File: config.mk
export PLATFORM = sky130hd
export DESIGN_NAME = humidity_sensor_pulse_decoder
export DESIGN_NICKNAME = d
export VERILOG_FILES = /design/src/rtl/hspd_pkg.sv /design/src/rtl/humidity_sensor_pulse_decoder.sv /design/src/rtl/hspd_frame.sv /design/src/rtl/hspd_out_reg.sv
export SDC_FILE = /design/constraint.sdc
export NUM_CORES = 1
export LEC_CHECK = 0
export BUFFER_PORTS_ARGS = -buffer_cell sky130_fd_sc_hd__buf_4
export CAP_MARGIN = 20
export CORE_MARGIN = 5
export CORE_UTILIZATION = 30
export DETAILED_ROUTE_END_ITERATION = 6
export GPL_ROUTABILITY_DRIVEN = 0
export PLACE_DENSITY = 0.57
export SLEW_MARGIN = 20
export SYNTH_ARGS = -nofsm -noshare
export SYNTH_HDL_FRONTEND = slang
export SYNTH_SLANG_ARGS = --single-unit
File: constraint.sdc
create_clock -name clk -period 7.6 [get_ports clk]
set_input_delay 0.76 -clock clk [delete_from_list [all_inputs] [get_ports clk]]
set_output_delay 0.76 -clock clk [all_outputs]
set_load 0.005 [all_outputs]
File: src/rtl/hspd_pkg.sv
// Package: shared types, codes and constants of the humidity sensor pulse decoder.
`timescale 1ns / 1ps
package hspd_pkg;

  localparam int FRAME_PULSES = 82;
  localparam int PULSE_IDX_W = $clog2(FRAME_PULSES);
  localparam logic [PULSE_IDX_W-1:0] LAST_PULSE = PULSE_IDX_W'(FRAME_PULSES - 1);
  localparam logic [PULSE_IDX_W-1:0] FIRST_DATA_PULSE = PULSE_IDX_W'(3);
  localparam logic [7:0] PULSE_LIMIT_US = 8'd120;
  localparam int FRAME_BITS = 40;

  localparam logic [7:0] INIT_LOW_MIN_RST = 8'd65;
  localparam logic [7:0] INIT_LOW_MAX_RST = 8'd85;
  localparam logic [7:0] ONE_THRESHOLD_RST = 8'd35;
  localparam logic [15:0] READ_INTERVAL_RST = 16'd2000;

  localparam int CFG_IDX_W = 2;
  localparam int CFG_DATA_W = 16;

  typedef enum logic [CFG_IDX_W-1:0] {
    CFG_INIT_LOW_MIN  = 2'd0,
    CFG_INIT_LOW_MAX  = 2'd1,
    CFG_ONE_THRESHOLD = 2'd2,
    CFG_READ_INTERVAL = 2'd3
  } cfg_idx_t;

  typedef enum logic {
    OP_READ  = 1'b0,
    OP_PULSE = 1'b1
  } op_t;

  typedef enum logic [2:0] {
    ST_FRESH   = 3'd0,
    ST_CACHED  = 3'd1,
    ST_TIMEOUT = 3'd2,
    ST_INIT    = 3'd3,
    ST_CHECK   = 3'd4,
    ST_NODATA  = 3'd5
  } status_t;

  typedef struct packed {
    logic [7:0]  init_low_min;
    logic [7:0]  init_low_max;
    logic [7:0]  one_threshold;
    logic [15:0] read_interval_ms;
  } cfg_t;

  typedef struct packed {
    op_t         op;
    logic [31:0] now_ms;
    logic [7:0]  pulse_us;
  } item_t;

  typedef struct packed {
    logic        ok;
    status_t     status;
    logic [15:0] temperature_raw;
    logic [15:0] humidity_raw;
  } res_t;

endpackage

File: src/rtl/humidity_sensor_pulse_decoder.sv
// Top level of the humidity sensor pulse decoder: ports, config registers, input stage.
//
//  port group | direction | beat contents
//  -----------+-----------+----------------------------------------------
//  in_*       | in        | op, now_ms, pulse_us
//  out_*      | out       | ok, status, temperature_raw, humidity_raw
//  cfg_*      | in        | write enable, register index, 16-bit data
//
// One beat per cycle sustained while out_stall is low. An accepted beat waits in the
// input register until it fires, then the decode logic writes the result register; a
// beat that yields no result leaves the result register empty.
// Synchronous active-low reset clears the frame state, the cache and both valid flags.
// When the input and result registers are both full and out_stall is high, in_stall rises
// in the same cycle.
`timescale 1ns / 1ps
module humidity_sensor_pulse_decoder (
  input  logic                            clk,
  input  logic                            rst_n,
  input  logic                            in_valid,
  output logic                            in_stall,
  input  logic                            in_op,
  input  logic [31:0]                     in_now_ms,
  input  logic [7:0]                      in_pulse_us,
  output logic                            out_valid,
  input  logic                            out_stall,
  output logic                            out_ok,
  output logic [2:0]                      out_status,
  output logic [15:0]                     out_temperature_raw,
  output logic [15:0]                     out_humidity_raw,
  input  logic                            cfg_we,
  input  logic [hspd_pkg::CFG_IDX_W-1:0]  cfg_index,
  input  logic [hspd_pkg::CFG_DATA_W-1:0] cfg_wdata
);
  import hspd_pkg::*;

  cfg_t  cfg_r;
  logic  s1_valid_r, s1_valid_nxt;
  item_t s1_item_r;
  logic  accept, fire;
  logic  res_valid;
  res_t  res, out_res;

  always_ff @(posedge clk) begin
    if (!rst_n) begin
      cfg_r <= '{init_low_min: INIT_LOW_MIN_RST, init_low_max: INIT_LOW_MAX_RST,
                 one_threshold: ONE_THRESHOLD_RST, read_interval_ms: READ_INTERVAL_RST};
    end else if (cfg_we) begin
      case (cfg_idx_t'(cfg_index))
        CFG_INIT_LOW_MIN:  cfg_r.init_low_min     <= cfg_wdata[7:0];
        CFG_INIT_LOW_MAX:  cfg_r.init_low_max     <= cfg_wdata[7:0];
        CFG_ONE_THRESHOLD: cfg_r.one_threshold    <= cfg_wdata[7:0];
        CFG_READ_INTERVAL: cfg_r.read_interval_ms <= cfg_wdata;
        default: ;
      endcase
    end
  end

  // Advance the input register whenever the result register can take a beat.
  assign fire         = s1_valid_r && (!out_valid || !out_stall);
  assign in_stall     = s1_valid_r && !fire;
  assign accept       = in_valid && !in_stall;
  assign s1_valid_nxt = accept ? 1'b1 : (fire ? 1'b0 : s1_valid_r);

  always_ff @(posedge clk) begin
    if (!rst_n) begin
      s1_valid_r <= 1'b0;
    end else begin
      s1_valid_r <= s1_valid_nxt;
    end
  end

  always_ff @(posedge clk) begin
    if (accept) begin
      s1_item_r <= '{op: op_t'(in_op), now_ms: in_now_ms, pulse_us: in_pulse_us};
    end
  end

  hspd_frame u_frame (
    .clk       (clk),
    .rst_n     (rst_n),
    .fire      (fire),
    .item      (s1_item_r),
    .cfg       (cfg_r),
    .res_valid (res_valid),
    .res       (res)
  );

  hspd_out_reg u_out_reg (
    .clk        (clk),
    .rst_n      (rst_n),
    .load       (fire),
    .load_valid (res_valid),
    .load_res   (res),
    .out_stall  (out_stall),
    .out_valid  (out_valid),
    .out_res    (out_res)
  );

  assign out_ok              = out_res.ok;
  assign out_status          = out_res.status;
  assign out_temperature_raw = out_res.temperature_raw;
  assign out_humidity_raw    = out_res.humidity_raw;

endmodule

File: src/rtl/hspd_frame.sv
// Frame decoder: read-request gating, pulse classification, bit capture and checksum.
`timescale 1ns / 1ps
module hspd_frame (
  input  logic           clk,
  input  logic           rst_n,
  input  logic           fire,
  input  hspd_pkg::item_t item,
  input  hspd_pkg::cfg_t  cfg,
  output logic           res_valid,
  output hspd_pkg::res_t  res
);
  import hspd_pkg::*;

  logic                  armed_r, armed_nxt;
  logic [PULSE_IDX_W-1:0] pulse_index_r, pulse_index_nxt;
  logic [FRAME_BITS-1:0] bit_shift_r, bit_shift_nxt;
  logic                  init_bad_r, init_bad_nxt;
  logic [31:0]           last_read_ms_r, last_read_ms_nxt;
  logic                  ever_read_r, ever_read_nxt;
  logic [15:0]           cached_temp_r, cached_temp_nxt;
  logic [15:0]           cached_hum_r, cached_hum_nxt;
  logic                  cached_valid_r, cached_valid_nxt;

  logic [31:0]           elapsed;
  logic                  arm;
  logic                  too_wide;
  logic                  data_pulse;
  logic [FRAME_BITS-1:0] shift_upd;
  logic                  init_out;
  logic [15:0]           hum_w, temp_w;
  logic [7:0]            check_w, sum_w;

  assign elapsed    = item.now_ms - last_read_ms_r;
  assign arm        = !ever_read_r || (elapsed >= {16'd0, cfg.read_interval_ms});
  assign too_wide   = (item.pulse_us == 8'd0) || (item.pulse_us > PULSE_LIMIT_US);
  assign data_pulse = (pulse_index_r >= FIRST_DATA_PULSE) && pulse_index_r[0];
  assign shift_upd  = data_pulse ?
                      {bit_shift_r[FRAME_BITS-2:0], (item.pulse_us >= cfg.one_threshold)} :
                      bit_shift_r;
  assign init_out   = (item.pulse_us < cfg.init_low_min) || (item.pulse_us > cfg.init_low_max);
  assign hum_w      = shift_upd[39:24];
  assign temp_w     = shift_upd[23:8];
  assign check_w    = shift_upd[7:0];
  assign sum_w      = hum_w[15:8] + hum_w[7:0] + temp_w[15:8] + temp_w[7:0];

  always_comb begin
    armed_nxt        = armed_r;
    pulse_index_nxt  = pulse_index_r;
    bit_shift_nxt    = bit_shift_r;
    init_bad_nxt     = init_bad_r;
    last_read_ms_nxt = last_read_ms_r;
    ever_read_nxt    = ever_read_r;
    cached_temp_nxt  = cached_temp_r;
    cached_hum_nxt   = cached_hum_r;
    cached_valid_nxt = cached_valid_r;
    res_valid        = 1'b0;
    res              = '{ok: 1'b0, status: ST_NODATA, temperature_raw: 16'd0,
                         humidity_raw: 16'd0};
    if (item.op == OP_READ) begin
      // A request always drops any frame in progress.
      armed_nxt = arm;
      if (arm) begin
        pulse_index_nxt  = '0;
        bit_shift_nxt    = '0;
        init_bad_nxt     = 1'b0;
        last_read_ms_nxt = item.now_ms;
        ever_read_nxt    = 1'b1;
      end else begin
        res_valid = 1'b1;
        if (cached_valid_r) begin
          res = '{ok: 1'b1, status: ST_CACHED, temperature_raw: cached_temp_r,
                  humidity_raw: cached_hum_r};
        end
      end
    end else if (armed_r) begin
      if (too_wide) begin
        armed_nxt     = 1'b0;
        res_valid     = 1'b1;
        res.status    = ST_TIMEOUT;
      end else begin
        if (pulse_index_r == '0) begin
          init_bad_nxt = init_bad_r | init_out;
        end
        bit_shift_nxt = shift_upd;
        if (pulse_index_r != LAST_PULSE) begin
          pulse_index_nxt = pulse_index_r + 1'b1;
        end else begin
          armed_nxt       = 1'b0;
          pulse_index_nxt = '0;
          res_valid       = 1'b1;
          if (init_bad_r) begin
            res.status = ST_INIT;
          end else if (sum_w != check_w) begin
            res.status = ST_CHECK;
          end else begin
            cached_temp_nxt  = temp_w;
            cached_hum_nxt   = hum_w;
            cached_valid_nxt = 1'b1;
            res = '{ok: 1'b1, status: ST_FRESH, temperature_raw: temp_w,
                    humidity_raw: hum_w};
          end
        end
      end
    end
  end

  always_ff @(posedge clk) begin
    if (!rst_n) begin
      armed_r        <= 1'b0;
      pulse_index_r  <= '0;
      bit_shift_r    <= '0;
      init_bad_r     <= 1'b0;
      last_read_ms_r <= '0;
      ever_read_r    <= 1'b0;
      cached_temp_r  <= '0;
      cached_hum_r   <= '0;
      cached_valid_r <= 1'b0;
    end else if (fire) begin
      armed_r        <= armed_nxt;
      pulse_index_r  <= pulse_index_nxt;
      bit_shift_r    <= bit_shift_nxt;
      init_bad_r     <= init_bad_nxt;
      last_read_ms_r <= last_read_ms_nxt;
      ever_read_r    <= ever_read_nxt;
      cached_temp_r  <= cached_temp_nxt;
      cached_hum_r   <= cached_hum_nxt;
      cached_valid_r <= cached_valid_nxt;
    end
  end

  a_index_bound: assert property (@(posedge clk) disable iff (!rst_n)
    pulse_index_r <= LAST_PULSE)
    else $error("pulse index ran past the frame");

  a_ok_status: assert property (@(posedge clk) disable iff (!rst_n)
    (fire && res_valid && res.ok) |-> (res.status == ST_FRESH || res.status == ST_CACHED))
    else $error("ok result with failure status");

  a_fresh_caches: assert property (@(posedge clk) disable iff (!rst_n)
    (fire && res_valid && res.status == ST_FRESH) |=> cached_valid_r)
    else $error("fresh reading not cached");

  a_arm_clears: assert property (@(posedge clk) disable iff (!rst_n)
    (fire && item.op == OP_READ && arm) |=> (armed_r && pulse_index_r == '0 && ever_read_r))
    else $error("arming request did not start a frame");

endmodule

File: src/rtl/hspd_out_reg.sv
// Result register: holds one result beat until the consumer takes it.
`timescale 1ns / 1ps
module hspd_out_reg (
  input  logic           clk,
  input  logic           rst_n,
  input  logic           load,
  input  logic           load_valid,
  input  hspd_pkg::res_t  load_res,
  input  logic           out_stall,
  output logic           out_valid,
  output hspd_pkg::res_t  out_res
);
  import hspd_pkg::*;

  logic valid_r, valid_nxt;
  res_t res_r;

  // Hold while stalled, drop once taken, refill on load.
  assign valid_nxt = load ? load_valid : (valid_r && out_stall);

  always_ff @(posedge clk) begin
    if (!rst_n) begin
      valid_r <= 1'b0;
    end else begin
      valid_r <= valid_nxt;
    end
  end

  always_ff @(posedge clk) begin
    if (load && load_valid) begin
      res_r <= load_res;
    end
  end

  assign out_valid = valid_r;
  assign out_res   = res_r;

endmodule
## Word-level counts from Yosys, hierarchy flattened

Index checks and enable logic that the tools add are counted.

- Logic and storage cells: 116
- Input port bits: 64
- Register bits: 234
- Output and inout bits: 38

- Add/subtract/negate cells: 5
- Reductions and logical operators: 28
- Bitwise logic cells: 6
- Muxes and demuxes: 41
- Equal/unequal tests: 8
- Order comparisons: 6

Operators by type and width:

| kind | count |
|---|---|
| $mux W40 | 5 |
| $mux W36 | 5 |
| $mux W32 | 3 |
| $mux W7 | 5 |
| $ge A32 B16 Y1 | 1 |
| $sub A32 B32 Y32 | 1 |
| $add A8 B8 Y8 | 3 |
| $mux W1 | 20 |
| $mux W3 | 3 |
| $ge A8 B8 Y1 | 1 |
| $gt A8 B7 Y1 const B | 1 |
| $gt A8 B8 Y1 | 1 |
| $logic_not A8 Y1 | 1 |
| $lt A8 B8 Y1 | 1 |
| $ne A8 B8 Y1 | 1 |
| $reduce_and A2 Y1 | 4 |
| $add A7 B1 Y7 const B | 1 |
| $ge A7 B2 Y1 const B | 1 |
| $logic_not A7 Y1 | 1 |
| $ne A7 B7 Y1 const B | 1 |
| $reduce_and A7 Y1 | 1 |
| $logic_and A1 B1 Y1 | 6 |
| $logic_not A1 Y1 | 5 |
| $not A1 Y1 | 5 |
| 11 further kinds | 17 |

## Logic depth before layout (Yosys ltp)

Gate-level depths: netlist of run 1.

- Depth after elaboration: 13
- Gate-level depth with buffers: 29
- Mapped depth without buffers: 23

## By module

From an unflattened synthesis of run 1, not the netlist that was laid out.

- Cell total of the unflattened synthesis: 1430
- Area total of the unflattened synthesis: 13287.7 um2

By module, submodules not included:

| module | sequential area each (um2) | area each (um2) | times used | cells an instance |
|---|---|---|---|---|
| hspd_frame | 2302.2 | 9290.2 | 1 | 1183 |
| humidity_sensor_pulse_decoder | 2052.0 | 2874.0 | 1 | 207 |
| hspd_out_reg | 1101.1 | 1123.6 | 1 | 40 |

## Worst setup path before layout of run 1

Ideal clock, no wire load.

- Path type: flip-flop to flip-flop
- From: reg s1_item_r[8] (netlist name)
- To: reg u_out_reg.res_r, in the netlist u_out_reg.out_res[0] (enable)
- Path buffers: 0
- Data required time: 7.159 ns
- Clock period less this slack: 6.457 ns
- Data arrival time: 6.015 ns
- Slack: 1.143 ns
- Stages on the path, launching flop included: 21
- Setup time: 0.441 ns
- Cell sequence: edfxtp_1 > inv_1 > ha_1 > inv_1 > fa_1 > a211oi_2 > o211ai_2 > a211oi_1 > o21bai_1 > xor2_1 > ha_1 > a21oi_1 > a21boi_0 > a2111o_1 > nor4b_1 > o211a_1 > nand4b_1 > or4b_4 > nor4_4 > nand3b_1 > a21oi_1

- Cells in the longest elaborated chain, start to end: 6

RTL lines:

| item | line | text |
|---|---|---|
| start, declared | humidity_sensor_pulse_decoder.sv:38 | `item_t s1_item_r;` |
| start signal, assigned | humidity_sensor_pulse_decoder.sv:74 | `s1_item_r <= '{op: op_t'(in_op), now_ms: in_now_ms, pulse_us: in_pulse_us};` |
| $sub A32 B32 Y32 | hspd_frame.sv:33 | `assign elapsed = item.now_ms - last_read_ms_r;` |
| $ge A32 B16 Y1 | hspd_frame.sv:34 | `assign arm = !ever_read_r \|\| (elapsed >= {16'd0, cfg.read_interval_ms});` |
| $logic_or A1 B1 Y1 | hspd_frame.sv:34 |  |
| $mux W1 | hspd_frame.sv:62 | `if (arm) begin` |
| $mux W1 | hspd_frame.sv:59 | `if (item.op == OP_READ) begin` |
| $logic_and A1 B1 Y1 | hspd_out_reg.sv:30 | `if (load && load_valid) begin` |
| end signal, assigned | hspd_out_reg.sv:31 | `res_r <= load_res;` |
| end, declared | hspd_out_reg.sv:16 | `res_t res_r;` |

Every way passes these cells.
A chain may end at the register's enable or synchronous reset.

==> results.toml, run 1 <==
[status]
status = "complete, no violations"

[clock_tree]
cts_setup_buffers = 0
cts-root-buf = "clkbuf_16"
cts_tree = "yes"
cts_resized = 0
clock-sinks = 234
worst_skew_pair.late_latency_ns = 0.57
htree_num_levels = 1
cts-buffers-inserted = 28
cts_hold_buf = 0
clk_path_buf_depth = 3
clk_transition_reported_paths_ns = 0.06

[logic_synthesis]
syn_nets = 1571
ys_ff_latch = 234
synth.distinct_cells = 78
synth.largest_area_cell = "dfxtp_1"
synth_edf_count = 77
synthArstFlopShare_pct = 0
synth_area_leaders = "dfxtp_1, edfxtp_1, ha_1"
yosysSeqAreaShare_pct = 42.06
synthSimpleGateAreaFrac_pct = 15.42
yosysWarnings = 0
synth-xor-area-share_pct = 3.106
syn_avg_cell_area_um2 = 9.186
synth_top_flop_cell = "dfxtp_1"
synthMuxAreaShare_pct = 6.666
synthCells = 1412
synth_top_family_by_area = "compound AO/OA/AOI/OAI gates"
synth_fa_ha_area_share_pct = 9.859
yosysTopAreaCellShare_pct = 24.23
synth_compound_area_share_pct = 17.67
synth_area_um2 = 12970

[setup_path]
cp-start-kind = "flip-flop"
crit_required_ns = 7.94
max_stage_delay_ns = 0.58
critPathArrivalTime_ns = 6.65
worstPathMaxFanout = 52
critical_path.cell_chain = "ha_1 > nor2_1 > a31oi_4 > buf_12 > mux2i_1 > ha_1 > a311oi_1 > fa_1 > inv_1 > ha_1 > inv_1 > fa_1 > inv_1 > a21oi_1 > o21bai_1 > xor2_1 > a21oi_1 > xor2_1 > o2111ai_1 > nor4b_1 > nand3b_1 > buf_4 > o21ai_0"
r2r_slack_ns = 1.29
cp_slowest_cell = "a31oi_4"
crit_type = "reg -> reg"
path_buf_inv = 5
cp-end-kind = "flip-flop"
path_delay_family = "compound AO/OA/AOI/OAI gates"

[die]
rows = 76
die-area_um2 = 47490
core_area_um2 = 42890
die_y_um = 217.9
initial_utilization_pct = 30.24
die_w_um = 217.9
ios = 102

[place]
dp_hpwl_mm = 22.59
pre_cts_ws_ns = 1.169
io_buffer_count = 101

[sta]
finalSetupViolations = 0
finalCriticalPeriod_ns = 6.312
fin_skew_ns = 0.02429
slew_violations = 0
finalHoldViolations = 0
max_freq_ghz = 0.1584
layout_setup_ws_ns = 1.288
rsz0062_at_grt = "no"
tightest_slew_ns = 0.9573
fin_tns_setup_ns = 0
slew_headroom_pct = 36.11
period_share_pct = 83.05

[cells_and_area]
layout_commonest_cell = "nand2_1"
seqCellArea_um2 = 5455
multi_input_area_um2 = 6874
num_antenna_cells = 0
area_growth_pct = 17.59
layout_common_cells = "nand2_1, dfxtp_1, a21oi_1, buf_4, inv_1"
fin_nets = 1645
fillers = 4372
drive_above_1_share_pct = 13.73

[power]
max-vdd-ir-drop_mv = 0.1399
p_leak_nw = 5.918
pwr_density_cell_nw_per_um2 = 205.5

[grt]
antenna_found_initial = 0
grt.total_usage_pct = 12.83
grt-ovfl-total = 0
first_global_vias = 9695
grt_max_degree = 69
grt_pass1_wl_mm = 50.56

[routing]
initialDrtViolationCount = 606
first_pass_iters = 5
drtAntennaViolNets = 0
drc = 0
routed_wl_mm = 31.27
via_per_inst = 4.817
drt-wirelength-per-cell_um = 14.94
route.vias.total = 10080

[flow_run]
drv_cap = 0

[min_path]
hold_path_class = "in -> reg"
## stage by stage
| step | util, % | total power, mW | hold WS, ns | cells | area, µm² |
|---|---|---|---|---|---|
| 3_5_place_dp | 33.33 | 1.791 | 0.4433 | 2041 | 14290 |
| 5_1_grt | 35.56 | 3.285 | 0.3326 | 2093 | 15250 |
| 6_report | 35.56 | 3.134 | 0.3604 | 2093 | 15250 |
| 4_1_cts | 35.56 | 3.185 | 0.3217 | 2093 | 15250 |
| 3_3_place_gp | 33.33 | 1.785 | 0.4379 | 2041 | 14290 |
| 2_1_floorplan | - | 1.668 | 0.4321 | 1412 | 12970 |
## flip-flops by register name (all words and copies together), names as in the netlist, 7 cells and up
register                flops
u_frame.cached_hum_r       16
u_frame.bit_shift_r        40
u_frame.cached_temp_r      16
u_frame.last_read_ms_r     32
s1_item_r                  41
u_frame.pulse_index_r       7
u_out_reg.out_res          36
cfg_r                      40
## final timing paths
path	from	to	cells past startpoint
max reg2reg	u_frame.pulse_index_r[0]	u_out_reg.out_res[10]	23
min	in_pulse_us[0]	s1_item_r[0]	1
max	u_frame.pulse_index_r[0]	u_out_reg.out_res[10]	23
min reg2reg	u_frame.cached_temp_r[12]	u_frame.cached_temp_r[12]	2
## final cells by class
type / instances / area share, %
clock buffers: 37 / 5.078
clock inverters: 15 / 1.198
inverters: 103 / 2.535
multi-input cells: 1008 / 45.07
flip-flops and latches: 234 / 35.77
well taps: 585 / 4.799
repair buffers: 111 / 5.546
## synth_stat cells, types with 12 or more instances
library cell	n
a22o_1	18
edfxtp_1	77
xnor2_1	27
inv_1	102
a21oi_1	112
dfxtp_1	157
a21o_1	23
o211ai_1	14
o2bb2ai_1	22
fa_1	12
ha_1	83
nand3_1	14
xor2_1	19
o21a_1	14
clkbuf_1	41
nor3_1	15
nor2_1	81
nand2_1	223
mux2i_1	83
or2_2	29
o21ai_0	68
## kinds of logic (layout without fill, tap and decap cells)
family | Yosys count | count (layout)
AOI/OAI and AO/OA | 347 | 347
xor gates and xnor gates | 46 | 46
adders and majority gates | 95 | 95
buffers and inverters | 170 | 266
DFF | 234 | 234
muxes | 86 | 86
and+or+nand+nor | 434 | 434
## layer usage
metal	track usage, %	vias to the layer above	wire length, µm	part of all wire [%]
met1	17.47	4730	14990	48
li1	-	5120	-	-
met5	0	-	0	0
met2	21.34	186	14270	46
met3	2.055	47	1285	4.1
met4	3.287	0	725	2.3
## report_power, final
| group | switching [mW] | leakage [nW] | internal, mW |
|---|---|---|---|
| clock network | 0.546 | 0.465 | 0.822 |
| registers | 0.0233 | 1.92 | 1.33 |
| logic | 0.246 | 3.53 | 0.170 |
Note: power is estimated with default switching activity, not from simulation.
==> run 2: changes to the inputs <==
--- a/config.mk
+++ b/config.mk
@@ -11,7 +11,7 @@
 export CORE_UTILIZATION = 30
 export DETAILED_ROUTE_END_ITERATION = 6
 export GPL_ROUTABILITY_DRIVEN = 0
-export PLACE_DENSITY = 0.57
+export PLACE_DENSITY = 0.58
 export SLEW_MARGIN = 20
 export SYNTH_ARGS = -nofsm -noshare
 export SYNTH_HDL_FRONTEND = slang
==> constraint.sdc (replaced) <==
create_clock -name clk -period 5.5 [get_ports clk]
set_input_delay 0.55 -clock clk [delete_from_list [all_inputs] [get_ports clk]]
set_output_delay 0.55 -clock clk [all_outputs]
set_load 0.005 [all_outputs]
==> results.toml, run 2 (synthesized netlist as in run 1, its figures left out) <==
[min_path]
hold_path_class = "in -> reg"
hold_depth = 1

[routing]
drc = 0
route.vias.total = 10270
initialDrtViolationCount = 448
drtAntennaViolNets = 0
drt-wirelength-per-cell_um = 15.21
first_pass_iters = 5
via_per_inst = 4.768
routed_wl_mm = 32.76

[die]
die_y_um = 217.9
core_area_um2 = 42890
ios = 102
die-area_um2 = 47490
initial_utilization_pct = 30.24
die_w_um = 217.9
rows = 76

[place]
dpl_cell_area_um2 = 14690
io_buffer_count = 101
dp_hpwl_mm = 23.24

[grt]
grt-ovfl-total = 0
antenna_found_initial = 0
first_global_vias = 10100
grt.total_usage_pct = 13.30
grt_pass1_wl_mm = 52.37
grt_max_degree = 67

[cells_and_area]
num_antenna_cells = 0
area_growth_pct = 23.99
final_area_um2 = 16080
post-route-util_pct = 37.50
largest-register = "s1_item_r"
fin_nets = 1706
layout_common_cells = "nand2_1, dfxtp_1, buf_4, a21oi_1, inv_1"
layout_commonest_cell = "nand2_1"
largest_reg_flops = 41
top_regs = "s1_item_r (41), cfg_r (40), u_frame.bit_shift_r (40)"
drive_above_1_share_pct = 18.67

[sta]
period_share_pct = 96.39
finalSetupViolations = 0
holdWs_ns = 0.1759
finalHoldViolations = 0
finalCriticalPeriod_ns = 5.301
fin_tns_setup_ns = 0
max_freq_ghz = 0.1886
slew_violations = 0
slew_headroom_pct = 35.92
fin_skew_ns = 0.01435
rsz0062_at_grt = "yes"
tightest_slew_ns = 0.9588

[power]
pwr_density_cell_nw_per_um2 = 275.2
p_seq_share_pct = 42.2
p_int_mw = 3.298
switching_power_mw = 1.127
clkPwrFrac_pct = 43.9
max-vdd-ir-drop_mv = 0.1825
power_mw = 4.425
swShare_pct = 25.47
p_leak_nw = 6.329
power_frac_comb_pct = 13.9

[clock_tree]
clk_transition_reported_paths_ns = 0.06
clock-sinks = 234
cts_tree = "yes"
cts-buffers-inserted = 28
htree_num_levels = 1
worst_skew_pair.late_latency_ns = 0.55
clk_path_buf_depth = 3
cts-root-buf = "clkbuf_16"

[setup_path]
worstPathMaxFanout = 5
reg2reg_depth = 22
crit_type = "reg -> reg"
path_common_cell = "a211oi_2"
crit_required_ns = 5.77
max_stage_delay_ns = 0.57
cp-end-kind = "flip-flop"
critPathArrivalTime_ns = 5.57
cp-start-kind = "flip-flop"
cp_slowest_cell = "or4b_4"
critical_path.cell_chain = "inv_1 > ha_2 > inv_2 > fa_2 > a211oi_2 > o211ai_2 > a211oi_2 > o21bai_2 > xor2_1 > ha_1 > a21oi_2 > a21boi_2 > a2111o_1 > nor4b_2 > o211a_1 > nand4b_1 > or4b_4 > nor4_4 > nand3b_1 > a21oi_4 > buf_6 > clkbuf_16"

[status]
status = "complete, no violations"

[flow_run]
drv_cap = 0
## run 2: cell types whose count changed in the layout (fill, tap and decap cells not counted), sizes merged
cell      previous run  this run
buf                111       167
clkbuf              37        45
clkinv               8         6
clkinvlp             2         1
## run 2: power groups by stage
stage | sequential, mW | combinational [mW] | clock, mW
3_5_place_dp | 1.90 | 0.577 | 0
4_1_cts | 1.87 | 0.583 | 2.00
2_1_floorplan | 1.89 | 0.415 | 0
3_3_place_gp | 1.90 | 0.565 | 0
5_1_grt | 1.87 | 0.693 | 2.07
6_report | 1.87 | 0.615 | 1.94
## run 2: layout make-up
class	count	area (µm²)
fillers	4246	26800
multi-input cells	1008	6995
flip-flops and latches	234	5455
repair buffers	172	1530
clock buffers	40	838.3
well taps	585	732.0
inverters	103	386.6
clock inverters	12	143.9
## run 2: worst paths after layout
check        slack [ns]                       to               startpoint
max                0.20    u_out_reg.out_res[13]             s1_item_r[8]
min                0.18            s1_item_r[25]            in_now_ms[17]
max reg2reg        0.20    u_out_reg.out_res[13]             s1_item_r[8]
min reg2reg        0.45  u_frame.cached_hum_r[6]  u_frame.cached_hum_r[6]
## run 2: timing repair
item | in CTS | in global routing
resized for setup | 4 | 42
endpoints found under the setup margin | 43 | 174
hold buffers | 0 | 0
buffers inserted | 3 | 9
endpoints found under the hold margin | 0 | 0
gates cloned | 1 | 7
pin swaps | 3 | 26
## run 2: through the flow
step	instances	setup slack [ns]
floorplan	1412	0.04293
global placement	2083	0.05467
detailed placement	2083	-0.06877
CTS	2139	0.04619
global route	2154	-0.1061
finish	2154	0.1988
## run 2: per-layer routing
metal | track usage, % | up-vias | part of all wire [%]
li1 | - | 5242 | -
met1 | 17.55 | 4802 | 47
met2 | 22.64 | 170 | 47
met3 | 2.291 | 56 | 3.8
met4 | 3.433 | 0 | 2.5
met5 | 0 | - | 0
## run 2: worst max-delay path, delay by kind of cell (launching register included)
kind / cells / cell delay, ns
buffers and inverters: 4 / 0.45
DFF: 1 / 0.40
xor gates and xnor gates: 1 / 0.18
and+or+nand+nor: 5 / 1.38
adders and majority gates: 3 / 0.92
AOI/OAI and AO/OA: 9 / 1.70
